===== config.mk =====
export PLATFORM = sky130hd
export DESIGN_NAME = discovery_frame_voice_vlan_parser_top_flat
export DESIGN_NICKNAME = d
export VERILOG_FILES = /design/src/rtl/core/dfvp_pkg.sv /design/src/rtl/core/dfvp_byte_if.sv /design/src/rtl/core/dfvp_result_if.sv /design/src/rtl/core/dfvp_cfg_if.sv /design/src/rtl/core/discovery_frame_voice_vlan_parser_top.sv /design/src/rtl/core/dfvp_in_reg.sv /design/src/rtl/core/dfvp_out_reg.sv /design/src/rtl/core/dfvp_walker.sv /design/src/flat_wrapper.sv
export VERILOG_INCLUDE_DIRS = /design/src /design/src/rtl/core
export SDC_FILE = /design/constraint.sdc
export NUM_CORES = 1
export LEC_CHECK = 0
export BUFFER_PORTS_ARGS = -buffer_cell sky130_fd_sc_hd__buf_2
export CORE_AREA = 2 2 155 157
export CTS_BUF_LIST = sky130_fd_sc_hd__clkbuf_4 sky130_fd_sc_hd__clkbuf_8
export DETAILED_ROUTE_END_ITERATION = 6
export DIE_AREA = 0 0 157 159
export PLACE_DENSITY = 0.66
export SLEW_MARGIN = 5
export SYNTH_ARGS = -nofsm -noshare
export SYNTH_HDL_FRONTEND = slang
export SYNTH_HIERARCHICAL = 1
export SYNTH_SLANG_ARGS = --single-unit

===== constraint.sdc =====
create_clock -name clk -period 7.2 [get_ports clk]
set_input_delay 1.44 -clock clk [delete_from_list [all_inputs] [get_ports clk]]
set_output_delay 1.44 -clock clk [all_outputs]
set_load 0.02 [all_outputs]

===== src/rtl/core/discovery_frame_voice_vlan_parser_top_defines.svh =====
// ----------------------------------------------------------------------------
// Voice VLAN parser assertion macros
// Shared assertion wrappers; a module that uses them has clk and rst_n.
// ----------------------------------------------------------------------------
`ifndef DISCOVERY_FRAME_VOICE_VLAN_PARSER_TOP_DEFINES_SVH
`define DISCOVERY_FRAME_VOICE_VLAN_PARSER_TOP_DEFINES_SVH

// same-cycle implication
`define DFVP_CHECK(label, ante, cons, msg) \
    label: assert property (@(posedge clk) disable iff (!rst_n) (ante) |-> (cons)) \
        else $error(msg);

// next-cycle implication
`define DFVP_CHECK_NEXT(label, ante, cons, msg) \
    label: assert property (@(posedge clk) disable iff (!rst_n) (ante) |=> (cons)) \
        else $error(msg);

`endif


===== src/rtl/core/dfvp_pkg.sv =====
// ----------------------------------------------------------------------------
// Voice VLAN parser package
// Frame layout constants, walk phase and status codes, shared structs.
// ----------------------------------------------------------------------------
`default_nettype none

package dfvp_pkg;

    // bytes at or past this position are not examined
    localparam int MAX_FRAME_BYTES = 2048;
    localparam int POS_W           = $clog2(MAX_FRAME_BYTES + 1);

    // header sizes
    localparam int TL_LIMIT = 1500;
    localparam int ETH_HDR  = 14;
    localparam int LLC_HDR  = 8;
    localparam int TAG_HDR  = 4;
    localparam int DISC_HDR = 4;

    // fixed header byte positions
    localparam int TL_POS    = ETH_HDR - 2;
    localparam int INNER_POS = ETH_HDR + TAG_HDR - 2;

    // entry area start and span overhead for each layout
    localparam int BASE_PLAIN = ETH_HDR + LLC_HDR + DISC_HDR;
    localparam int BASE_TAG   = BASE_PLAIN + TAG_HDR;
    localparam int OVH_PLAIN  = LLC_HDR + DISC_HDR;
    localparam int OVH_TAG    = TAG_HDR + LLC_HDR + DISC_HDR;

    // entry rules
    localparam int MIN_ENTRY_LEN = 4;
    localparam int MIN_VOICE_LEN = 7;

    // entry byte offsets
    localparam int OFF_TYPE_HI = 0;
    localparam int OFF_TYPE_LO = 1;
    localparam int OFF_LEN_HI  = 2;
    localparam int OFF_LEN_LO  = 3;
    localparam int OFF_VLAN_HI = 5;
    localparam int OFF_VLAN_LO = 6;

    localparam logic [15:0] VOICE_TYPE_RESET = 16'd14;

    typedef enum logic [1:0] {
        PH_HEAD,
        PH_ENTRY,
        PH_CAPTURE,
        PH_DONE
    } phase_t;

    typedef enum logic [1:0] {
        ST_OK        = 2'd0,
        ST_TRUNCATED = 2'd1,
        ST_MALFORMED = 2'd2
    } status_t;

    typedef struct packed {
        logic [7:0] frame_byte;
        logic       last_byte;
    } byte_item_t;

    typedef struct packed {
        logic [15:0] voice_vlan;
        logic        vlan_found;
        logic        tagged_layout;
        status_t     parse_status;
    } result_t;

endpackage

`default_nettype wire


===== src/rtl/core/dfvp_byte_if.sv =====
// ----------------------------------------------------------------------------
// Frame byte channel
// One frame byte per request with a last-byte marker.
// ----------------------------------------------------------------------------
`default_nettype none

interface dfvp_byte_if;
    logic       valid;
    logic       ready;
    logic [7:0] frame_byte;
    logic       last_byte;

    modport source (output valid, output frame_byte, output last_byte, input ready);
    modport sink   (input valid, input frame_byte, input last_byte, output ready);
endinterface

`default_nettype wire


===== src/rtl/core/dfvp_result_if.sv =====
// ----------------------------------------------------------------------------
// Parse result channel
// One request per frame with the voice VLAN and status.
// ----------------------------------------------------------------------------
`default_nettype none

interface dfvp_result_if;
    logic        valid;
    logic        ready;
    logic [15:0] voice_vlan;
    logic        vlan_found;
    logic        tagged_layout;
    logic [1:0]  parse_status;

    modport source (output valid, output voice_vlan, output vlan_found,
                    output tagged_layout, output parse_status, input ready);
    modport sink   (input valid, input voice_vlan, input vlan_found,
                    input tagged_layout, input parse_status, output ready);
endinterface

`default_nettype wire


===== src/rtl/core/dfvp_cfg_if.sv =====
// ----------------------------------------------------------------------------
// Configuration write channel
// Carries the voice entry type code.
// ----------------------------------------------------------------------------
`default_nettype none

interface dfvp_cfg_if;
    logic        valid;
    logic        ready;
    logic [15:0] voice_tlv_type;

    modport source (output valid, output voice_tlv_type, input ready);
    modport sink   (input valid, input voice_tlv_type, output ready);
endinterface

`default_nettype wire


===== src/rtl/core/discovery_frame_voice_vlan_parser_top.sv =====
// ----------------------------------------------------------------------------
// Discovery frame voice VLAN parser
// Walks the entries of one captured frame and reports the voice VLAN.
// ----------------------------------------------------------------------------
//  channel      dir  handshake     payload
//  frame_in     in   valid/ready   frame_byte[7:0], last_byte
//  result_out   out  valid/ready   voice_vlan[15:0], vlan_found,
//                                  tagged_layout, parse_status[1:0]
//  cfg          in   valid/ready   voice_tlv_type[15:0]
//
//  One byte per cycle unless a last byte stalls; a byte is held in the input
//  register and walked combinationally into the state and result registers,
//  so a result passes the input register and then the result register.
//  The walker's position/entry compare logic sets the one-byte-per-cycle rate.
//  Reset clears the walk state and loads voice_tlv_type with 14.
//  A stalled result_out holds only a last byte; other bytes keep flowing.
// ----------------------------------------------------------------------------
`default_nettype none

module discovery_frame_voice_vlan_parser_top (
    input  wire logic       clk,
    input  wire logic       rst_n,
    dfvp_byte_if.sink       frame_in,
    dfvp_result_if.source   result_out,
    dfvp_cfg_if.sink        cfg
);

    dfvp_pkg::byte_item_t item;
    dfvp_pkg::result_t    res;
    logic                 item_valid;
    logic                 adv;
    logic                 res_load;
    logic                 out_free;

    // input register
    dfvp_in_reg u_in_reg (
        .clk        (clk),
        .rst_n      (rst_n),
        .frame_in   (frame_in),
        .adv        (adv),
        .item       (item),
        .item_valid (item_valid)
    );

    // layout decode and entry walk
    dfvp_walker u_walker (
        .clk        (clk),
        .rst_n      (rst_n),
        .cfg        (cfg),
        .item_valid (item_valid),
        .item       (item),
        .out_free   (out_free),
        .adv        (adv),
        .res_load   (res_load),
        .res        (res)
    );

    // result register
    dfvp_out_reg u_out_reg (
        .clk        (clk),
        .rst_n      (rst_n),
        .res_load   (res_load),
        .res        (res),
        .out_free   (out_free),
        .result_out (result_out)
    );

endmodule

`default_nettype wire


===== src/rtl/core/dfvp_in_reg.sv =====
// ----------------------------------------------------------------------------
// Input register
// Holds one accepted frame byte until the walker consumes it.
// ----------------------------------------------------------------------------
`default_nettype none

module dfvp_in_reg (
    input  wire logic               clk,
    input  wire logic               rst_n,
    dfvp_byte_if.sink               frame_in,
    input  wire logic               adv,
    output dfvp_pkg::byte_item_t    item,
    output logic                    item_valid
);

    logic                 valid_reg;
    logic                 valid_next;
    dfvp_pkg::byte_item_t item_reg;
    logic                 take;

    // free when empty or being drained this cycle
    assign frame_in.ready = !valid_reg || adv;
    assign take           = frame_in.valid && frame_in.ready;

    always_comb
    begin
        valid_next = valid_reg;
        if (take)
        begin
            valid_next = 1'b1;
        end
        else if (adv)
        begin
            valid_next = 1'b0;
        end
    end

    always_ff @(posedge clk or negedge rst_n)
    begin
        if (!rst_n)
        begin
            valid_reg <= 1'b0;
        end
        else
        begin
            valid_reg <= valid_next;
        end
    end

    // payload, no reset
    always_ff @(posedge clk)
    begin
        if (take)
        begin
            item_reg.frame_byte <= frame_in.frame_byte;
            item_reg.last_byte  <= frame_in.last_byte;
        end
    end

    assign item       = item_reg;
    assign item_valid = valid_reg;

endmodule

`default_nettype wire


===== src/rtl/core/dfvp_out_reg.sv =====
// ----------------------------------------------------------------------------
// Result register
// Holds one frame result until the sink takes it.
// ----------------------------------------------------------------------------
`default_nettype none

module dfvp_out_reg (
    input  wire logic               clk,
    input  wire logic               rst_n,
    input  wire logic               res_load,
    input  wire dfvp_pkg::result_t  res,
    output logic                    out_free,
    dfvp_result_if.source           result_out
);

    logic              valid_reg;
    logic              valid_next;
    dfvp_pkg::result_t res_reg;

    assign out_free = !valid_reg || result_out.ready;

    always_comb
    begin
        valid_next = valid_reg;
        if (res_load)
        begin
            valid_next = 1'b1;
        end
        else if (result_out.ready)
        begin
            valid_next = 1'b0;
        end
    end

    always_ff @(posedge clk or negedge rst_n)
    begin
        if (!rst_n)
        begin
            valid_reg <= 1'b0;
        end
        else
        begin
            valid_reg <= valid_next;
        end
    end

    always_ff @(posedge clk)
    begin
        if (res_load)
        begin
            res_reg <= res;
        end
    end

    assign result_out.valid         = valid_reg;
    assign result_out.voice_vlan    = res_reg.voice_vlan;
    assign result_out.vlan_found    = res_reg.vlan_found;
    assign result_out.tagged_layout = res_reg.tagged_layout;
    assign result_out.parse_status  = res_reg.parse_status;

endmodule

`default_nettype wire


===== src/rtl/core/dfvp_walker.sv =====
// ----------------------------------------------------------------------------
// Entry walker
// Tracks the frame position, decodes the layout, walks entries and
// captures the voice VLAN; builds the result on the last byte.
// ----------------------------------------------------------------------------
`default_nettype none

`include "discovery_frame_voice_vlan_parser_top_defines.svh"

module dfvp_walker (
    input  wire logic                  clk,
    input  wire logic                  rst_n,
    dfvp_cfg_if.sink                   cfg,
    input  wire logic                  item_valid,
    input  wire dfvp_pkg::byte_item_t  item,
    input  wire logic                  out_free,
    output logic                       adv,
    output logic                       res_load,
    output dfvp_pkg::result_t          res
);

    localparam int PW = dfvp_pkg::POS_W;

    // control state
    logic [15:0]      voice_type_reg;
    logic [PW-1:0]    pos_reg,     pos_next;
    dfvp_pkg::phase_t phase_reg,   phase_next,  phase_upd;
    logic             tagged_reg,  tagged_next, tagged_upd;
    logic             found_reg,   found_next,  found_upd;
    logic             malformed_reg, malformed_next, malformed_upd;

    // payload state
    logic [7:0]       hdr_hi_reg,  hdr_hi_next;
    logic [15:0]      span_reg,    span_next;
    logic [15:0]      start_reg,   start_next;
    logic [15:0]      etype_reg,   etype_next;
    logic [15:0]      elen_reg,    elen_next;
    logic [7:0]       vlan_hi_reg, vlan_hi_next;
    logic [15:0]      vlan_reg,    vlan_next,   vlan_upd;

    // datapath
    logic [7:0]       b;
    logic             take;
    logic [16:0]      p17;
    logic [16:0]      ent_base;
    logic             at_entry;
    logic [16:0]      d;
    logic [15:0]      len_word;
    logic [15:0]      ovh;
    logic [15:0]      span_calc;
    logic [15:0]      entry_len_word;
    logic [15:0]      len_sel;
    logic [16:0]      nxt_start;
    logic             walk_done;

    assign b = item.frame_byte;

    // stall only a last byte whose result has nowhere to go
    assign adv      = item_valid && (!item.last_byte || out_free);
    assign res_load = adv && item.last_byte;
    assign take     = adv && (pos_reg < PW'(dfvp_pkg::MAX_FRAME_BYTES));

    // configuration register, always ready
    assign cfg.ready = 1'b1;

    always_ff @(posedge clk or negedge rst_n)
    begin
        if (!rst_n)
        begin
            voice_type_reg <= dfvp_pkg::VOICE_TYPE_RESET;
        end
        else if (cfg.valid)
        begin
            voice_type_reg <= cfg.voice_tlv_type;
        end
    end

    // position relative to the current entry
    assign p17      = 17'(pos_reg);
    assign ent_base = (tagged_reg ? 17'(dfvp_pkg::BASE_TAG) : 17'(dfvp_pkg::BASE_PLAIN))
                      + {1'b0, start_reg};
    assign at_entry = p17 >= ent_base;
    assign d        = p17 - ent_base;

    // span from the outer or inner length word
    assign len_word  = {hdr_hi_reg, b};
    assign ovh       = (p17 == 17'(dfvp_pkg::TL_POS + 1)) ? 16'(dfvp_pkg::OVH_PLAIN)
                                                          : 16'(dfvp_pkg::OVH_TAG);
    assign span_calc = (len_word >= ovh) ? (len_word - ovh) : 16'd0;

    // step to the following entry
    assign entry_len_word = {elen_reg[15:8], b};
    assign len_sel        = (phase_reg == dfvp_pkg::PH_CAPTURE) ? elen_reg : entry_len_word;
    assign nxt_start      = {1'b0, start_reg} + {1'b0, len_sel};
    assign walk_done      = nxt_start >= {1'b0, span_reg};

    // next state: per-byte update, then frame clear on the last byte
    always_comb
    begin
        phase_upd     = phase_reg;
        tagged_upd    = tagged_reg;
        found_upd     = found_reg;
        malformed_upd = malformed_reg;
        vlan_upd      = vlan_reg;
        hdr_hi_next   = hdr_hi_reg;
        span_next     = span_reg;
        start_next    = start_reg;
        etype_next    = etype_reg;
        elen_next     = elen_reg;
        vlan_hi_next  = vlan_hi_reg;
        pos_next      = pos_reg;

        if (take)
        begin
            pos_next = pos_reg + PW'(1);
            unique case (phase_reg)
                dfvp_pkg::PH_HEAD:
                begin
                    if (p17 == 17'(dfvp_pkg::TL_POS))
                    begin
                        hdr_hi_next = b;
                    end
                    else if (p17 == 17'(dfvp_pkg::TL_POS + 1))
                    begin
                        tagged_upd = len_word > 16'(dfvp_pkg::TL_LIMIT);
                        if (!tagged_upd)
                        begin
                            span_next  = span_calc;
                            start_next = 16'd0;
                            phase_upd  = (span_calc == 16'd0) ? dfvp_pkg::PH_DONE
                                                              : dfvp_pkg::PH_ENTRY;
                        end
                    end
                    else if (tagged_reg && p17 == 17'(dfvp_pkg::INNER_POS))
                    begin
                        hdr_hi_next = b;
                    end
                    else if (tagged_reg && p17 == 17'(dfvp_pkg::INNER_POS + 1))
                    begin
                        span_next  = span_calc;
                        start_next = 16'd0;
                        phase_upd  = (span_calc == 16'd0) ? dfvp_pkg::PH_DONE
                                                          : dfvp_pkg::PH_ENTRY;
                    end
                end
                dfvp_pkg::PH_ENTRY:
                begin
                    if (at_entry)
                    begin
                        if (d == 17'(dfvp_pkg::OFF_TYPE_HI))
                        begin
                            etype_next = {b, 8'h00};
                        end
                        else if (d == 17'(dfvp_pkg::OFF_TYPE_LO))
                        begin
                            etype_next = {etype_reg[15:8], b};
                        end
                        else if (d == 17'(dfvp_pkg::OFF_LEN_HI))
                        begin
                            elen_next = {b, 8'h00};
                        end
                        else if (d == 17'(dfvp_pkg::OFF_LEN_LO))
                        begin
                            elen_next = entry_len_word;
                            if (entry_len_word < 16'(dfvp_pkg::MIN_ENTRY_LEN))
                            begin
                                malformed_upd = 1'b1;
                                phase_upd     = dfvp_pkg::PH_DONE;
                            end
                            else if (etype_reg == voice_type_reg &&
                                     entry_len_word >= 16'(dfvp_pkg::MIN_VOICE_LEN))
                            begin
                                phase_upd = dfvp_pkg::PH_CAPTURE;
                            end
                            else if (walk_done)
                            begin
                                phase_upd = dfvp_pkg::PH_DONE;
                            end
                            else
                            begin
                                start_next = nxt_start[15:0];
                            end
                        end
                    end
                end
                dfvp_pkg::PH_CAPTURE:
                begin
                    if (at_entry)
                    begin
                        if (d == 17'(dfvp_pkg::OFF_VLAN_HI))
                        begin
                            vlan_hi_next = b;
                        end
                        else if (d == 17'(dfvp_pkg::OFF_VLAN_LO))
                        begin
                            vlan_upd  = {vlan_hi_reg, b};
                            found_upd = 1'b1;
                            if (walk_done)
                            begin
                                phase_upd = dfvp_pkg::PH_DONE;
                            end
                            else
                            begin
                                start_next = nxt_start[15:0];
                                phase_upd  = dfvp_pkg::PH_ENTRY;
                            end
                        end
                    end
                end
                dfvp_pkg::PH_DONE:
                begin
                end
                default:
                begin
                end
            endcase
        end

        phase_next     = phase_upd;
        tagged_next    = tagged_upd;
        found_next     = found_upd;
        malformed_next = malformed_upd;
        vlan_next      = vlan_upd;

        // frame finished: start over
        if (res_load)
        begin
            pos_next       = '0;
            phase_next     = dfvp_pkg::PH_HEAD;
            tagged_next    = 1'b0;
            found_next     = 1'b0;
            malformed_next = 1'b0;
        end
    end

    // result built from the state after this byte
    always_comb
    begin
        res.voice_vlan    = found_upd ? vlan_upd : 16'd0;
        res.vlan_found    = found_upd;
        res.tagged_layout = tagged_upd;
        if (malformed_upd)
        begin
            res.parse_status = dfvp_pkg::ST_MALFORMED;
        end
        else if (phase_upd != dfvp_pkg::PH_DONE)
        begin
            res.parse_status = dfvp_pkg::ST_TRUNCATED;
        end
        else
        begin
            res.parse_status = dfvp_pkg::ST_OK;
        end
    end

    always_ff @(posedge clk or negedge rst_n)
    begin
        if (!rst_n)
        begin
            pos_reg       <= '0;
            phase_reg     <= dfvp_pkg::PH_HEAD;
            tagged_reg    <= 1'b0;
            found_reg     <= 1'b0;
            malformed_reg <= 1'b0;
        end
        else
        begin
            pos_reg       <= pos_next;
            phase_reg     <= phase_next;
            tagged_reg    <= tagged_next;
            found_reg     <= found_next;
            malformed_reg <= malformed_next;
        end
    end

    // payload, written before it is read within a frame
    always_ff @(posedge clk)
    begin
        hdr_hi_reg  <= hdr_hi_next;
        span_reg    <= span_next;
        start_reg   <= start_next;
        etype_reg   <= etype_next;
        elen_reg    <= elen_next;
        vlan_hi_reg <= vlan_hi_next;
        vlan_reg    <= vlan_next;
    end

    // checks
    `DFVP_CHECK(a_load_needs_room, res_load, out_free, "result loaded while output busy")
    `DFVP_CHECK(a_malformed_ends_walk, malformed_reg, phase_reg == dfvp_pkg::PH_DONE,
        "malformed entry did not stop the walk")
    `DFVP_CHECK_NEXT(a_clear_after_frame, res_load,
        pos_reg == '0 && phase_reg == dfvp_pkg::PH_HEAD && !found_reg && !tagged_reg,
        "frame state not cleared after result")
    `DFVP_CHECK(a_pos_bounded, 1'b1, pos_reg <= PW'(dfvp_pkg::MAX_FRAME_BYTES),
        "byte position past limit")

endmodule

`default_nettype wire

===== src/flat_wrapper.sv =====
// flat-port wrapper written by rule: the top's interface ports become plain ports
module discovery_frame_voice_vlan_parser_top_flat 
  (clk, rst_n, frame_in_valid, frame_in_frame_byte, frame_in_last_byte, frame_in_ready, result_out_valid, result_out_voice_vlan, result_out_vlan_found, result_out_tagged_layout, result_out_parse_status, result_out_ready, cfg_valid, cfg_voice_tlv_type, cfg_ready);
  dfvp_byte_if frame_in_i ();
  dfvp_result_if result_out_i ();
  dfvp_cfg_if cfg_i ();
  input  wire logic clk;
  input  wire logic rst_n;
  input wire logic [$bits(frame_in_i.valid)-1:0] frame_in_valid;
  input wire logic [$bits(frame_in_i.frame_byte)-1:0] frame_in_frame_byte;
  input wire logic [$bits(frame_in_i.last_byte)-1:0] frame_in_last_byte;
  output wire logic [$bits(frame_in_i.ready)-1:0] frame_in_ready;
  output wire logic [$bits(result_out_i.valid)-1:0] result_out_valid;
  output wire logic [$bits(result_out_i.voice_vlan)-1:0] result_out_voice_vlan;
  output wire logic [$bits(result_out_i.vlan_found)-1:0] result_out_vlan_found;
  output wire logic [$bits(result_out_i.tagged_layout)-1:0] result_out_tagged_layout;
  output wire logic [$bits(result_out_i.parse_status)-1:0] result_out_parse_status;
  input wire logic [$bits(result_out_i.ready)-1:0] result_out_ready;
  input wire logic [$bits(cfg_i.valid)-1:0] cfg_valid;
  input wire logic [$bits(cfg_i.voice_tlv_type)-1:0] cfg_voice_tlv_type;
  output wire logic [$bits(cfg_i.ready)-1:0] cfg_ready;
  assign frame_in_i.valid = frame_in_valid;
  assign frame_in_i.frame_byte = frame_in_frame_byte;
  assign frame_in_i.last_byte = frame_in_last_byte;
  assign frame_in_ready = frame_in_i.ready;
  assign result_out_valid = result_out_i.valid;
  assign result_out_voice_vlan = result_out_i.voice_vlan;
  assign result_out_vlan_found = result_out_i.vlan_found;
  assign result_out_tagged_layout = result_out_i.tagged_layout;
  assign result_out_parse_status = result_out_i.parse_status;
  assign result_out_i.ready = result_out_ready;
  assign cfg_i.valid = cfg_valid;
  assign cfg_i.voice_tlv_type = cfg_voice_tlv_type;
  assign cfg_ready = cfg_i.ready;
  discovery_frame_voice_vlan_parser_top u_core (.clk(clk), .rst_n(rst_n), .frame_in(frame_in_i), .result_out(result_out_i), .cfg(cfg_i));
endmodule

# After elaboration in Yosys (flattened, before gate mapping)
# Cells that the tools add are included.
[word_totals]
wordCells = 185
output_inout_bits = 23
regBits = 160
[op_classes]
mux = 85
n_reduce_logical = 32
n_bitwise = 3
magnitude_cmp = 7
n_eq_ne = 30
n_addsub = 5
[ops]
columns = ["cell", "n"]
rows = [
  ["$mux W16", 28],
  ["$mux W8", 6],
  ["$pmux W16 S3", 1],
  ["$mux W2", 20],
  ["$eq A17 B2 Y1 const B", 2],
  ["$eq A17 B3 Y1 const B", 2],
  ["$ne A2 B2 Y1 const B", 13],
  ["$mux W1", 25],
  ["$eq A12 B4 Y1 const B", 2],
  ["$eq A12 B5 Y1 const B", 2],
  ["$mux W12", 2],
  ["$reduce_and A6 Y1", 3],
  ["$add A16 B16 Y17", 1],
  ["$add A5 B16 Y17", 1],
  ["$eq A17 B1 Y1 const B", 1],
  ["$ge A12 B17 Y1", 1],
  ["$ge A17 B16 Y1", 1],
  ["$logic_not A17 Y1", 1],
  ["$sub A12 B17 Y17", 1],
  ["$eq A16 B16 Y1", 1],
  ["$ge A16 B3 Y1 const B", 1],
  ["$ge A16 B5 Y1", 1],
  ["$gt A16 B11 Y1 const B", 1],
  ["$logic_not A16 Y1", 1],
  ["20 further kinds", 44],
]

# Logic depth before layout (Yosys ltp)
# Gate-level depths: netlist (run 1).
[logic_depth]
depth_word = 16
depth_mapped = 25
ltp_nobuf = 23

# Cells and area by module
# Netlist (run 1), hierarchy kept.
[by_module_without_submodules]
columns = ["module", "area_per_inst_um2", "n_inst", "cells_per_inst", "seq_area_each_um2"]
rows = [
  ["dfvp_walker", 8227.9, 1, 785, 3552.2],
  ["dfvp_out_reg", 648.1, 1, 23, 625.6],
  ["dfvp_in_reg", 324.1, 1, 13, 295.3],
]

# Worst setup path after synthesis (run 1)
# OpenSTA, ideal clock, no wires.
[synth_timing]
path_kind = "flip-flop to flip-flop"
startpoint = "register u_core.u_walker.phase_reg[0]"
endpoint = "register u_core.u_out_reg.res_reg, in the netlist u_core/u_out_reg/result_out.parse_status[0], data pin"
path_stages_with_launch = 25
path_slack_ps = 1516
setup_ps = 152
period_less_slack_ps = 5684
path_buffers = 2
arrival_time_ps = 5532
t_required_ps = 7048
cell_sequence = "dfrtp_1 -> inv_1 -> ha_1 -> buf_1 -> mux2_2 -> ha_1 -> a21o_1 -> a21o_1 -> a21o_1 -> a2111oi_0 -> nor3_1 -> o32ai_1 -> o21bai_1 -> a21oi_1 -> xnor2_1 -> ha_1 -> a21o_1 -> a211o_1 -> a41oi_1 -> a21boi_1 -> buf_1 -> nand2_1 -> a31oi_1 -> o31ai_1 -> a31oi_1"
[synth_via]
elab_chain_len = 16
elab_cells_between_ends = 29
cone_classes = "add/sub: 1; order compare: 1; eq/ne: 3; mux: 23; reduce/logical: 1"
[synth_lines]
columns = ["element", "line_no", "text"]
rows = [
  ["start, declared", "dfvp_walker.sv:27", "dfvp_pkg::phase_t phase_reg, phase_next, phase_upd;"],
  ["start signal, assigned", "dfvp_walker.sv:261", "phase_reg <= dfvp_pkg::PH_HEAD;"],
  ["start signal, assigned", "dfvp_walker.sv:269", "phase_reg <= phase_next;"],
  ["$eq A2 B2 Y1", "dfvp_walker.sv:93, dfvp_walker.sv:116", ""],
  ["$mux W8", "dfvp_walker.sv:93", "assign len_sel = (phase_reg == dfvp_pkg::PH_CAPTURE) ? elen_reg : entry_len_word;"],
  ["$add A16 B16 Y17", "dfvp_walker.sv:94", "assign nxt_start = {1'b0, start_reg} + {1'b0, len_sel};"],
  ["$ge A17 B16 Y1", "dfvp_walker.sv:95", "assign walk_done = nxt_start >= {1'b0, span_reg};"],
  ["$mux W2", "dfvp_walker.sv:175", "else if (walk_done)"],
  ["$mux W2", "dfvp_walker.sv:170", "else if (etype_reg == voice_type_reg &&"],
  ["$mux W2", "dfvp_walker.sv:165", "if (entry_len_word < 16'(dfvp_pkg::MIN_ENTRY_LEN))"],
  ["$mux W2", "dfvp_walker.sv:162", "else if (d == 17'(dfvp_pkg::OFF_LEN_LO))"],
  ["$mux W2", "dfvp_walker.sv:158", "else if (d == 17'(dfvp_pkg::OFF_LEN_HI))"],
  ["$mux W2", "dfvp_walker.sv:154", "else if (d == 17'(dfvp_pkg::OFF_TYPE_LO))"],
  ["$mux W2", "dfvp_walker.sv:150", "if (d == 17'(dfvp_pkg::OFF_TYPE_HI))"],
  ["$mux W2", "dfvp_walker.sv:148", "if (at_entry)"],
  ["$pmux W2 S3", "dfvp_walker.sv:116", "unique case (phase_reg)"],
  ["$mux W2", "dfvp_walker.sv:113", "if (take)"],
  ["$ne A2 B2 Y1", "dfvp_walker.sv:246", "else if (phase_upd != dfvp_pkg::PH_DONE)"],
  ["$mux W1", "dfvp_walker.sv:246", ""],
  ["end signal, assigned", "dfvp_out_reg.sv:51", "res_reg <= res;"],
  ["end, declared", "dfvp_out_reg.sv:18", "dfvp_pkg::result_t res_reg;"],
]
# Several ways; a longest one is shown, not always the timed one.
# A chain may end at the register's enable or synchronous reset.

# Worst setup path in the final report (run 1)
[layout_timing]
startpoint = "register u_core.u_walker.phase_reg[0]"
endpoint = "register u_core.u_walker.start_reg[3], data pin"
[layout_via]
elab_chain_len = 13
elab_cells_between_ends = 18
cone_classes = "add/sub: 1; order compare: 1; eq/ne: 2; mux: 13; reduce/logical: 1"
[layout_lines]
columns = ["element", "line_no", "text"]
rows = [
  ["$eq A2 B2 Y1", "dfvp_walker.sv:93, dfvp_walker.sv:116", ""],
  ["$mux W8", "dfvp_walker.sv:93", ""],
  ["$add A16 B16 Y17", "dfvp_walker.sv:94", ""],
  ["$ge A17 B16 Y1", "n/a", ""],
  ["$mux W16", "dfvp_walker.sv:175, dfvp_walker.sv:198", ""],
  ["$mux W16", "dfvp_walker.sv:170", ""],
  ["$mux W16", "dfvp_walker.sv:165", ""],
  ["$mux W16", "dfvp_walker.sv:162", ""],
  ["$mux W16", "dfvp_walker.sv:158", ""],
  ["$mux W16", "dfvp_walker.sv:154", ""],
  ["$mux W16", "dfvp_walker.sv:150", ""],
  ["$mux W16", "dfvp_walker.sv:148", ""],
  ["$pmux W16 S3 (*)", "dfvp_walker.sv:116", ""],
  ["end signal, assigned", "dfvp_walker.sv:281", "start_reg <= start_next;"],
  ["end, declared", "dfvp_walker.sv:35", "logic [15:0] start_reg, start_next;"],
]
# Every way passes the cells marked *; elsewhere a longest branch is shown, timed or not. The select of a mux whose other input is x is not followed.

==> run_results.csv, run 1 <==
group,metric,value,unit
layout,drive_gt1_share,17.8,%
sta,worst_pin_slew,1.14,ns
synth,synth_fa_ha_area_share,8.49,%
synth,ys_ff_latch,160,
synth,synth_warnings,6,
sta,final-max-slew-violation-count,0,
sta,hold_viol,0,
synth,synth_compound_area_share,10.2,%
synth,synth-edff-count,109,
layout,diodes,0,
min_path,hold_path_depth,1,
global_routing,grt_max_degree,39,
clocking,cts_htree_levels,4,
power_and_ir_drop,combPwrFrac,27.6,%
global_routing,antenna_found_initial,0,
detailed_routing,ant_nets,0,
detailed_routing,wl_met1,9.53,mm
floorplanning,start_util,39.7,%
floorplanning,dieArea,25000,sq um
clocking,root_buffer,"clkbuf_8",
floorplanning,num_rows,56,
layout,nets,963,
place,place_hpwl,15.0,mm
flow_run,cap_violations,0,
global_routing,grt_overflow,0,
detailed_routing,highest_layer,"met4",
synth,synth_xor_xnor_area_share,6.38,%
critical_path,rr_worst_depth,21,
synth,synth-main-ff-cell,"edfxtp_1",
clocking,postCtsSetupRepairBufs,0,
min_path,worstHoldStart,"u_core/u_walker/vlan_reg[4]",
clocking,cts.sinks,160,
sta,fin_skew,0.0155,ns
detailed_routing,wl_met3,843,microns
critical_path,r2r_start,"u_core/u_walker/phase_reg[0]",
critical_path,cp-start-kind,"flip-flop",
global_routing,grt_pass1_wl,33.3,mm
clocking,clk_pin_slew,0.09,ns
critical_path,rr_endpoint,"u_core/u_walker/start_reg[3]",
critical_path,cp.arrival,6.60,ns
detailed_routing,wl_per_cell,16.9,microns
synth,netlist_area,9200,sq um
sta,fin_ws,0.818,ns
sta,fin_crit_sh,88.6,%
synth,synth-async-reset-ratio,21.9,%
power_and_ir_drop,switching_share,34.0,%
clocking,cts_made_buffers,17,
layout,syn2layout_area_growth,11.4,%
sta,rsz0062_at_grt,"no",
detailed_routing,dr.pass1.iters,5,
detailed_routing,via_per_inst,5.31,
sta,setup_violations,0,
floorplanning,core-area,23200,sq um
synth,synth_nets,911,
place,port_buffers,51,
floorplanning,die_x,157,microns
synth,avgSynthCellArea,11.2,sq um
place,pre_cts_ws,0.883,ns
synth,yosysTopAreaCellShare,35.6,%
power_and_ir_drop,p_sw,848,uW
sta,fin_crit,6.38,ns
min_path,worstHoldPathType,"flip-flop to flip-flop",
global_routing,grt_pass1_vias,6342,
detailed_routing,routed_wirelength,20.4,mm
synth,synth_top_family_by_area,"simple AND/OR/NAND/NOR gates",
power_and_ir_drop,total_power,2500,uW
detailed_routing,route.detailed.drc,0,
synth,syn_inst,821,
synth,yosysTopAreaCell,"edfxtp_1",
power_and_ir_drop,power_leakage,0.00417,uW
power_and_ir_drop,clockPowerShare,28.2,%
synth,yosys-top-cells-area,"edfxtp_1 36%, dfrtp_1 8.7%, ha_1 7.6%, mux2_2 4.7%, xnor2_1 4.6%",
power_and_ir_drop,powerDensity,243,nW/um^2
critical_path,regToRegSetupSlack,0.82,ns
sta,tns,0,ns
place,place_congestion,0.882,
clocking,cts_tree,"done",
detailed_routing,met2_length,9.66,mm
min_path,hold_end,"u_core/u_walker/vlan_reg[4]",
clocking,postCtsHoldBufs,0,
synth,yosysSeqAreaShare,48.6,%
sta,max-slew-margin-rel,23.7,%
synth,synth-simple-area-share,16.5,%
clocking,cts_buffer_depth,2,
power_and_ir_drop,power_frac_seq,44.2,%
global_routing,track_usage,17.1,%
power_and_ir_drop,cellInternalPower,1650,uW
run_status,status,"completed",
critical_path,worstSetupPathType,"flip-flop to flip-flop",
critical_path,cp-end-kind,"flip-flop",
floorplanning,fp.dieH,159,microns
detailed_routing,drtIter0Drc,420,
sta,fmax,157,MHz
critical_path,cp_max_fo,13,
detailed_routing,routed-via-count,6397,
power_and_ir_drop,ir_drop,0.167,mV
clocking,clk-insertion-delay-late,0.47,ns
synth,ys_types,72,
clocking,ctsResizeCount,0,
synth,synth.area.mux_share,6.50,%
floorplanning,io_pins,53,
critical_path,crit_required,7.42,ns
worst max-delay path: stages, from the launching register on:
cell and delay [ns]:
dfrtp_1 0.45, inv_1 0.11, ha_1 0.45, mux2_2 0.41, ha_1 0.28, a21o_1 0.19
a21o_1 0.20, a21o_1 0.20, a2111oi_0 0.71, nor3_1 0.19, o32ai_1 0.50, o21bai_1 0.11
a21oi_1 0.20, xnor2_1 0.12, ha_1 0.19, a21o_1 0.17, a211o_1 0.28, a41oi_1 0.16
a21boi_2 0.67, buf_4 0.30, mux2i_1 0.20, nor2b_1 0.06
cell usage after synthesis, types with 3 or more instances:
| master | number |
|---|---|
| edfxtp_1 | 109 |
| nor2_1 | 57 |
| ha_1 | 56 |
| xnor2_1 | 48 |
| inv_1 | 43 |
| nor2b_1 | 39 |
| mux2_2 | 38 |
| nand2_1 | 37 |
| dfrtp_1 | 32 |
| a21oi_1 | 24 |
| nor3_1 | 22 |
| o21ai_0 | 20 |
| and2_1 | 19 |
| xor2_1 | 19 |
| mux2i_1 | 17 |
| a22o_1 | 16 |
| dfxtp_1 | 16 |
| clkbuf_1 | 15 |
| nand4_1 | 14 |
| a21o_1 | 13 |
| and3_1 | 13 |
| nand3_1 | 13 |
| nor4_1 | 13 |
| or3_1 | 10 |
| a31oi_1 | 9 |
| o211ai_1 | 8 |
| buf_4 | 6 |
| o21a_1 | 6 |
| or2_2 | 6 |
| nand2b_1 | 5 |
| a211oi_1 | 4 |
| and4_1 | 4 |
| buf_2 | 4 |
| fa_1 | 4 |
| o21bai_1 | 4 |
| a31o_2 | 3 |
| buf_1 | 3 |
| dfstp_2 | 3 |
| nor4b_1 | 3 |
| o2111ai_1 | 3 |
area by class of cell:
cell class                 instances  area [sq um]
clock buffer                      17           234
clock inverter                    15           190
multi-input combinational        590          4460
fill                            2169         12900
timing repair buffer              61           330
inverter                          43           161
tap                              319           399
sequential                       160          4470
layer usage:
layer,global-route usage (%),vias to the layer above
met5,0,-
met4,5.88,0
met3,2.99,21
met2,27.5,149
met1,23.5,3114
li1,-,3113
cell usage in the layout, fill, tap and decap left out, types with 17 or more instances in the layout:
cell type / netlist / routed
a21oi_1: 24 / 24
and2_1: 19 / 19
buf_2: 4 / 51
clkbuf_8: 0 / 17
dfrtp_1: 32 / 32
edfxtp_1: 109 / 109
ha_1: 56 / 56
inv_1: 43 / 43
mux2_2: 38 / 38
mux2i_1: 17 / 17
nand2_1: 37 / 37
nor2_1: 57 / 56
nor2b_1: 39 / 39
nor3_1: 22 / 22
o21ai_0: 20 / 20
xnor2_1: 48 / 48
xor2_1: 19 / 19
cell families after synthesis:
group,Yosys count
AND/OR/NAND/NOR,274
flip-flops,160
AO/OA/AOI/OAI,133
buffers and inverters,71
XOR/XNOR,67
adder cells (fa/ha/maj),60
multiplexers,55
other,1
power by group through the flow:
| stage | Combinational, uW | Clock, uW | Sequential, uW |
|---|---|---|---|
| finish | 689 | 705 | 1100 |
| global route | 777 | 761 | 1110 |
| CTS | 691 | 722 | 1100 |
| detailed placement | 685 | 0 | 1120 |
| global placement | 676 | 0 | 1120 |
| floorplan | 511 | 0 | 1110 |
worst max-delay path by stage:
stage / startpoint / to / cells past startpoint
floorplan: u_core/u_walker/phase_reg[0] / u_core/u_out_reg/result_out.parse_status[0] / 24
finish: u_core/u_walker/phase_reg[0] / u_core/u_walker/start_reg[3] / 21
global placement: u_core/u_walker/phase_reg[0] / u_core/u_walker/start_reg[5] / 21
CTS: u_core/u_walker/phase_reg[0] / u_core/u_walker/start_reg[5] / 21
global route: u_core/u_walker/phase_reg[0] / u_core/u_walker/start_reg[3] / 21
detailed placement: u_core/u_walker/phase_reg[0] / u_core/u_walker/start_reg[4] / 21
per-stage QoR:
stage | util [%] | cells | hold WS, ns | cell area (sq um)
floorplan | - | 821 | 0.443 | 9200
finish | 44.2 | 1205 | 0.487 | 10300
detailed placement | 42.4 | 1173 | 0.471 | 9830
CTS | 44.2 | 1205 | 0.494 | 10300
global placement | 42.4 | 1173 | 0.464 | 9830
global route | 44.2 | 1205 | 0.504 | 10300
Power figures use the tool's default switching activity.
==> run 2: changes to the inputs <==
--- a/config.mk
+++ b/config.mk
@@ -7,13 +7,12 @@
 export NUM_CORES = 1
 export LEC_CHECK = 0
 export BUFFER_PORTS_ARGS = -buffer_cell sky130_fd_sc_hd__buf_2
-export CORE_AREA = 2 2 155 157
+export CORE_AREA = 2 2 158 160
 export CTS_BUF_LIST = sky130_fd_sc_hd__clkbuf_4 sky130_fd_sc_hd__clkbuf_8
 export DETAILED_ROUTE_END_ITERATION = 6
-export DIE_AREA = 0 0 157 159
+export DIE_AREA = 0 0 160 162
 export PLACE_DENSITY = 0.66
 export SLEW_MARGIN = 5
 export SYNTH_ARGS = -nofsm -noshare
 export SYNTH_HDL_FRONTEND = slang
-export SYNTH_HIERARCHICAL = 1
 export SYNTH_SLANG_ARGS = --single-unit
==> run 2 against run 1 <==
Effect of this change: worst setup slack improved by 0.35 ns; sequential power barely moved; global-route usage fell by 0.20 points; combinational power fell by 12%; sequential share of layout area fell by 1.3 points; critical endpoint is now u_core.u_walker.elen_reg[10]; count of clock-buffer cells in the layout did not move; synthesized area rose by 3.9%; clock skew rose by 0.0042 ns; power fell by 4.7%; non-clock buffer count fell by 1; first-iteration DRC count rose by 33%; cell count rose by 8.3%.
==> run_results.csv, run 2 <==
group,metric,value,unit
run_status,status,"completed",
detailed_routing,drtIter0Drc,560,
sta,fmax,166,MHz
clocking,clk_pin_slew,0.12,ns
global_routing,grt_max_degree,36,
layout,diodes,0,
synth,synth_most_common_cell,"nand2_1",
synth,synth-simple-area-share,20.7,%
sta,fin_crit_sh,83.8,%
synth,synth_top_family_by_area,"simple AND/OR/NAND/NOR gates",
floorplanning,fp.dieH,162,microns
sta,worst_pin_slew,1.17,ns
floorplanning,start_util,39.7,%
sta,rsz0062_at_grt,"no",
place,place_hpwl,16.6,mm
critical_path,slowest_stage,"nor3_1",
power_and_ir_drop,ir_drop,0.120,mV
synth,avgSynthCellArea,10.4,sq um
synth,ys_types,85,
power_and_ir_drop,power_leakage,0.00439,uW
floorplanning,num_rows,57,
flow_run,cap_violations,0,
critical_path,worstSetupPathType,"flip-flop to flip-flop",
clocking,cts_buffer_depth,2,
synth,synth-edff-count,109,
floorplanning,core-area,24100,sq um
clocking,cts_htree_levels,4,
layout,regArea,4470,sq um
critical_path,cp.arrival,6.11,ns
synth,synth-async-reset-ratio,21.9,%
synth,synth_xor_xnor_area_share,6.05,%
sta,setup_violations,0,
critical_path,crit_family,"simple AND/OR/NAND/NOR gates",
critical_path,crit_chain,"inv_1 -> fa_1 -> nor3b_4 -> nor2_1 -> and3_1 -> xnor2_1 -> ha_1 -> nand3_1 -> or3_1 -> o21a_1 -> o21ai_0 -> or4b_4 -> nor4b_2 -> nand3_1 -> nor3_1",
critical_path,path_buf_inv,1,
global_routing,met1_usage,23.4,%
global_routing,use_met3,2.91,%
floorplanning,die_x,160,microns
synth,yosysTopAreaCell,"edfxtp_1",
synth,syn_inst,922,
sta,hold_viol,0,
synth,yosysTopAreaCellShare,34.2,%
clocking,cts_made_buffers,17,
synth,synth-main-ff-cell,"edfxtp_1",
critical_path,slowest_delay,0.96,ns
detailed_routing,ant_nets,0,
global_routing,busiest_layer,"met2",
detailed_routing,route.detailed.drc,0,
floorplanning,io_pins,53,
clocking,postCtsHoldBufs,0,
detailed_routing,dr.pass1.iters,5,
layout,drive_gt1_share,14.5,%
place,port_buffers,51,
global_routing,antenna_found_initial,0,
layout,multi_input_area,4760,sq um
critical_path,cp_max_fo,9,
synth,yosys-top-cells-area,"edfxtp_1 34%, dfrtp_1 8.4%, ha_1 7.3%, nand2_1 4.4%, xnor2_1 3.5%",
synth,synth_fa_ha_area_share,8.17,%
sta,fin_crit,6.03,ns
global_routing,track_usage,16.9,%
global_routing,grt_pass1_vias,6769,
sta,final-max-slew-violation-count,0,
detailed_routing,routed-via-count,6971,
global_routing,grt_use_met2,27.6,%
clocking,ctsResizeCount,0,
synth,synthTopCellsByCount,"111 x nand2_1, 109 x edfxtp_1, 73 x nor2_1",
sta,max-slew-margin-rel,21.9,%
place,place_congestion,0.916,
layout,final_cell_mix,"111 x nand2_1, 109 x edfxtp_1, 73 x nor2_1",
detailed_routing,via_per_inst,5.34,
critical_path,cp-end-kind,"flip-flop",
synth,synth_nets,1012,
floorplanning,dieArea,25900,sq um
synth,netlist_area,9560,sq um
synth,synth.area.mux_share,4.73,%
critical_path,cp-start-kind,"flip-flop",
layout,final_common_cell,"nand2_1",
synth,yosysSeqAreaShare,46.8,%
layout,syn2layout_area_growth,10.4,%
clocking,postCtsSetupRepairBufs,0,
layout,nets,1058,
global_routing,grt_overflow,0,
critical_path,crit_required,7.28,ns
sta,fin_skew,0.0197,ns
detailed_routing,wl_per_cell,16.9,microns
power_and_ir_drop,total_power,2380,uW
layout,nFillCells,2353,
critical_path,path_common_cell,"nand3_1",
synth,synth_compound_area_share,9.96,%
synth,ys_ff_latch,160,
min_path,worstHoldPathType,"flip-flop to flip-flop",
clocking,cts_tree,"done",
sta,tns,0,ns
power_and_ir_drop,powerDensity,225,nW/um^2
global_routing,grt_pass1_wl,34.7,mm
clocking,clk-insertion-delay-late,0.47,ns
synth,synth_warnings,0,
detailed_routing,routed_wirelength,22.0,mm
clocking,root_buffer,"clkbuf_8",
clocking,cts.sinks,160,
run 2: report_power, final:
part	switching, uW	total, uW	internal [uW]
logic	354	604	250
registers	54.2	1080	1030
clock network	417	693	276
total	826	2380	1550
run 2: metrics by stage:
stage          setup WS (ns)  hold WS (ns)  util [%]  area (sq um)  instances
4_1_cts                 1.15         0.449      43.8         10600       1305
3_5_place_dp            1.19         0.430      42.0         10100       1273
2_1_floorplan          0.124         0.414         -          9560        922
3_3_place_gp            1.43         0.422      42.0         10100       1273
6_report                1.17         0.446      43.8         10600       1305
5_1_grt                0.775         0.471      43.8         10600       1305
run 2: path summary, 6_finish.rpt:
check	start	endpoint	slack, ns	depth (start not counted)
worst min-delay path	u_core.u_walker.vlan_reg[8]	u_core.u_walker.vlan_reg[8]	0.45	2
max in group asynchronous	rst_n	u_core.u_walker.phase_reg[0]	5.62	1
worst max register to register	u_core.u_walker.start_reg[1]	u_core.u_walker.elen_reg[10]	1.17	15
worst max-delay path	u_core.u_walker.start_reg[1]	u_core.u_walker.elen_reg[10]	1.17	15
worst min register to register	u_core.u_walker.vlan_reg[8]	u_core.u_walker.vlan_reg[8]	0.45	2
min in group asynchronous	rst_n	u_core.u_walker.pos_reg[4]	1.06	1
run 2: area by class of cell:
class | instances | area share (%)
Clock buffer | 17 | 2.22
Clock inverter | 15 | 1.88
Inverter | 44 | 1.56
Multi-Input combinational cell | 685 | 45.1
Sequential cell | 160 | 42.4
Tap cell | 324 | 3.84
Timing Repair Buffer | 60 | 3.06
run 2: per-layer routing:
| metal | vias to the layer above | wire length (microns) |
|---|---|---|
| met4 | 0 | 333 |
| met2 | 147 | 10200 |
| met5 | - | 0 |
| met1 | 3381 | 10400 |
| li1 | 3421 | - |
| met3 | 22 | 1060 |
run 2: worst register-to-register path: stages (launching register included):
cell	delay (ns)
edfxtp_1	0.52
inv_1	0.24
fa_1	0.26
nor3b_4	0.41
nor2_1	0.13
and3_1	0.21
xnor2_1	0.13
ha_1	0.37
nand3_1	0.16
or3_1	0.39
o21a_1	0.22
o21ai_0	0.17
or4b_4	0.53
nor4b_2	0.60
nand3_1	0.37
nor3_1	0.96
run 2: cell families (layout without fill, tap and decap cells):
logic type / after synthesis / in the layout
AOI/OAI and AO/OA: 136 / 136
xor gates and xnor gates: 66 / 66
adders and majority gates: 60 / 60
buffers and inverters: 77 / 136
DFF: 160 / 160
muxes: 42 / 42
other: 1 / 1
and+or+nand+nor: 380 / 380
==> run 3: changes to the inputs <==
==> constraint.sdc (replaced) <==
create_clock -name clk -period 6.2 [get_ports clk]
set_input_delay 1.24 -clock clk [delete_from_list [all_inputs] [get_ports clk]]
set_output_delay 1.24 -clock clk [all_outputs]
set_load 0.02 [all_outputs]
==> run 3 against run 2 <==
Effect of this change: first-iteration DRC count down 0.18%; register-to-register slack got worse by 0.65 ns; power rose by 18%; global-route usage increased by 0.56 points; critical path depth rose by 2.
==> run_results.csv, run 3 (synthesized netlist as in run 2, its figures left out) <==
group,metric,value,unit
run_status,status,"completed",
critical_path,cp-start-kind,"flip-flop",
detailed_routing,wl_per_cell,16.9,microns
clocking,cts_htree_levels,4,
power_and_ir_drop,cellInternalPower,1840,uW
clocking,cts_buffer_depth,2,
sta,fin_crit,5.68,ns
global_routing,grt_overflow,0,
critical_path,cp-end-kind,"flip-flop",
floorplanning,start_util,39.7,%
global_routing,grt_max_degree,36,
sta,setup_violations,0,
layout,nets,1067,
sta,tns,0,ns
detailed_routing,ant_nets,0,
critical_path,cp.arrival,5.79,ns
min_path,worstHoldPathType,"flip-flop to flip-flop",
sta,worst_pin_slew,1.02,ns
clocking,clk_pin_slew,0.11,ns
global_routing,grt_pass1_wl,35.8,mm
place,pre_cts_ws,0.528,ns
sta,fin_skew,0.0311,ns
layout,syn2layout_area_growth,11.4,%
place,port_buffers,51,
layout,final_util,44.2,%
place,placed_area,10200,sq um
power_and_ir_drop,power_frac_seq,44.8,%
critical_path,crit_required,6.31,ns
layout,drive_gt1_share,15.3,%
detailed_routing,route.detailed.drc,0,
sta,max-slew-margin-rel,31.5,%
power_and_ir_drop,clockPowerShare,29.7,%
power_and_ir_drop,p_sw,956,uW
global_routing,antenna_found_initial,0,
floorplanning,io_pins,53,
clocking,ctsResizeCount,0,
min_path,worstHoldStart,"u_core.u_walker.vlan_reg[11]",
global_routing,grt_pass1_vias,6915,
detailed_routing,dr.pass1.iters,5,
power_and_ir_drop,power_leakage,0.00444,uW
place,place_congestion,0.889,
floorplanning,num_rows,57,
layout,final_area,10600,sq um
layout,nFillCells,2288,
critical_path,worstSetupPathType,"flip-flop to flip-flop",
layout,regArea,4470,sq um
clocking,cts.sinks,160,
floorplanning,dieArea,25900,sq um
flow_run,cap_violations,0,
critical_path,cp_max_fo,12,
detailed_routing,via_per_inst,5.39,
floorplanning,die_x,160,microns
layout,final_cell_mix,"111 x nand2_1, 109 x edfxtp_1, 73 x nor2_1",
layout,multi_input_area,4770,sq um
detailed_routing,drtIter0Drc,559,
sta,hold_viol,0,
place,place_hpwl,16.8,mm
floorplanning,core-area,24100,sq um
layout,final_common_cell,"nand2_1",
power_and_ir_drop,switching_share,34.2,%
detailed_routing,routed_wirelength,22.3,mm
clocking,cts_tree,"done",
layout,diodes,0,
clocking,cts_made_buffers,17,
sta,timing.hold.ws,0.447,ns
sta,fmax,176,MHz
clocking,postCtsHoldBufs,0,
clocking,clk-insertion-delay-late,0.48,ns
clocking,postCtsSetupRepairBufs,0,
power_and_ir_drop,combPwrFrac,25.5,%
power_and_ir_drop,powerDensity,263,nW/um^2
sta,final-max-slew-violation-count,0,
power_and_ir_drop,ir_drop,0.128,mV
critical_path,crit_start,"u_core.u_walker.start_reg[1]",
clocking,root_buffer,"clkbuf_8",
floorplanning,fp.dieH,162,microns
critical_path,r2r_start,"u_core.u_walker.start_reg[1]",
global_routing,track_usage,17.5,%
sta,rsz0062_at_grt,"no",
sta,fin_ws,0.517,ns
sta,fin_crit_sh,91.7,%
detailed_routing,routed-via-count,7080,
[run 3: power by group through the flow]
stage               Sequential (uW)  Combinational (uW)  Clock, uW
CTS                            1250                 709        847
detailed placement             1270                 705          0
global route                   1260                 794        890
floorplan                      1260                 531          0
finish                         1250                 714        831
global placement               1270                 699          0
[run 3: final cells by class]
cell class,count,area share [%]
multi-input cells,685,44.8
flip-flops and latches,160,42.0
well taps,324,3.81
repair buffers,69,3.67
clock buffers,17,2.20
clock inverters,15,1.95
inverters,44,1.55
[run 3: worst paths after layout]
path	slack [ns]	end	cells after the start
worst max-delay path	0.52	u_core.u_walker.etype_reg[15]	17
worst min-delay path	0.45	u_core.u_walker.vlan_reg[11]	2
worst max register to register	0.52	u_core.u_walker.etype_reg[15]	17
worst min register to register	0.45	u_core.u_walker.vlan_reg[11]	2
max in group asynchronous	4.82	u_core.u_walker.phase_reg[1]	1
min in group asynchronous	0.85	u_core.u_walker.pos_reg[8]	1
[run 3: worst max-delay path, stage by stage (launching register included)]
cell and delay [ns]:
edfxtp_1 0.52, inv_1 0.25, fa_1 0.27, nor3b_4 0.42, nor2_1 0.12, and3_1 0.21, xnor2_1 0.12, ha_1 0.37
nand3_1 0.15, or3_1 0.39, o21a_1 0.22, o21ai_0 0.16, or4b_4 0.53, nor4b_2 0.29, buf_4 0.19, and3_1 0.36
nand2_1 0.22, nor2_1 0.57
[run 3: metal layers]
layer	global-route usage, %	wire [microns]	share of wire [%]
met5	0	0	0
met1	23.9	10400	47
met4	4.83	268	1.2
met3	3.80	1230	5.5
met2	28.3	10400	47
[run 3: stage by stage]
stage	instances	total power, uW
6_report	1314	2800
2_1_floorplan	922	1790
3_3_place_gp	1282	1970
4_1_cts	1314	2810
5_1_grt	1314	2940
3_5_place_dp	1282	1980
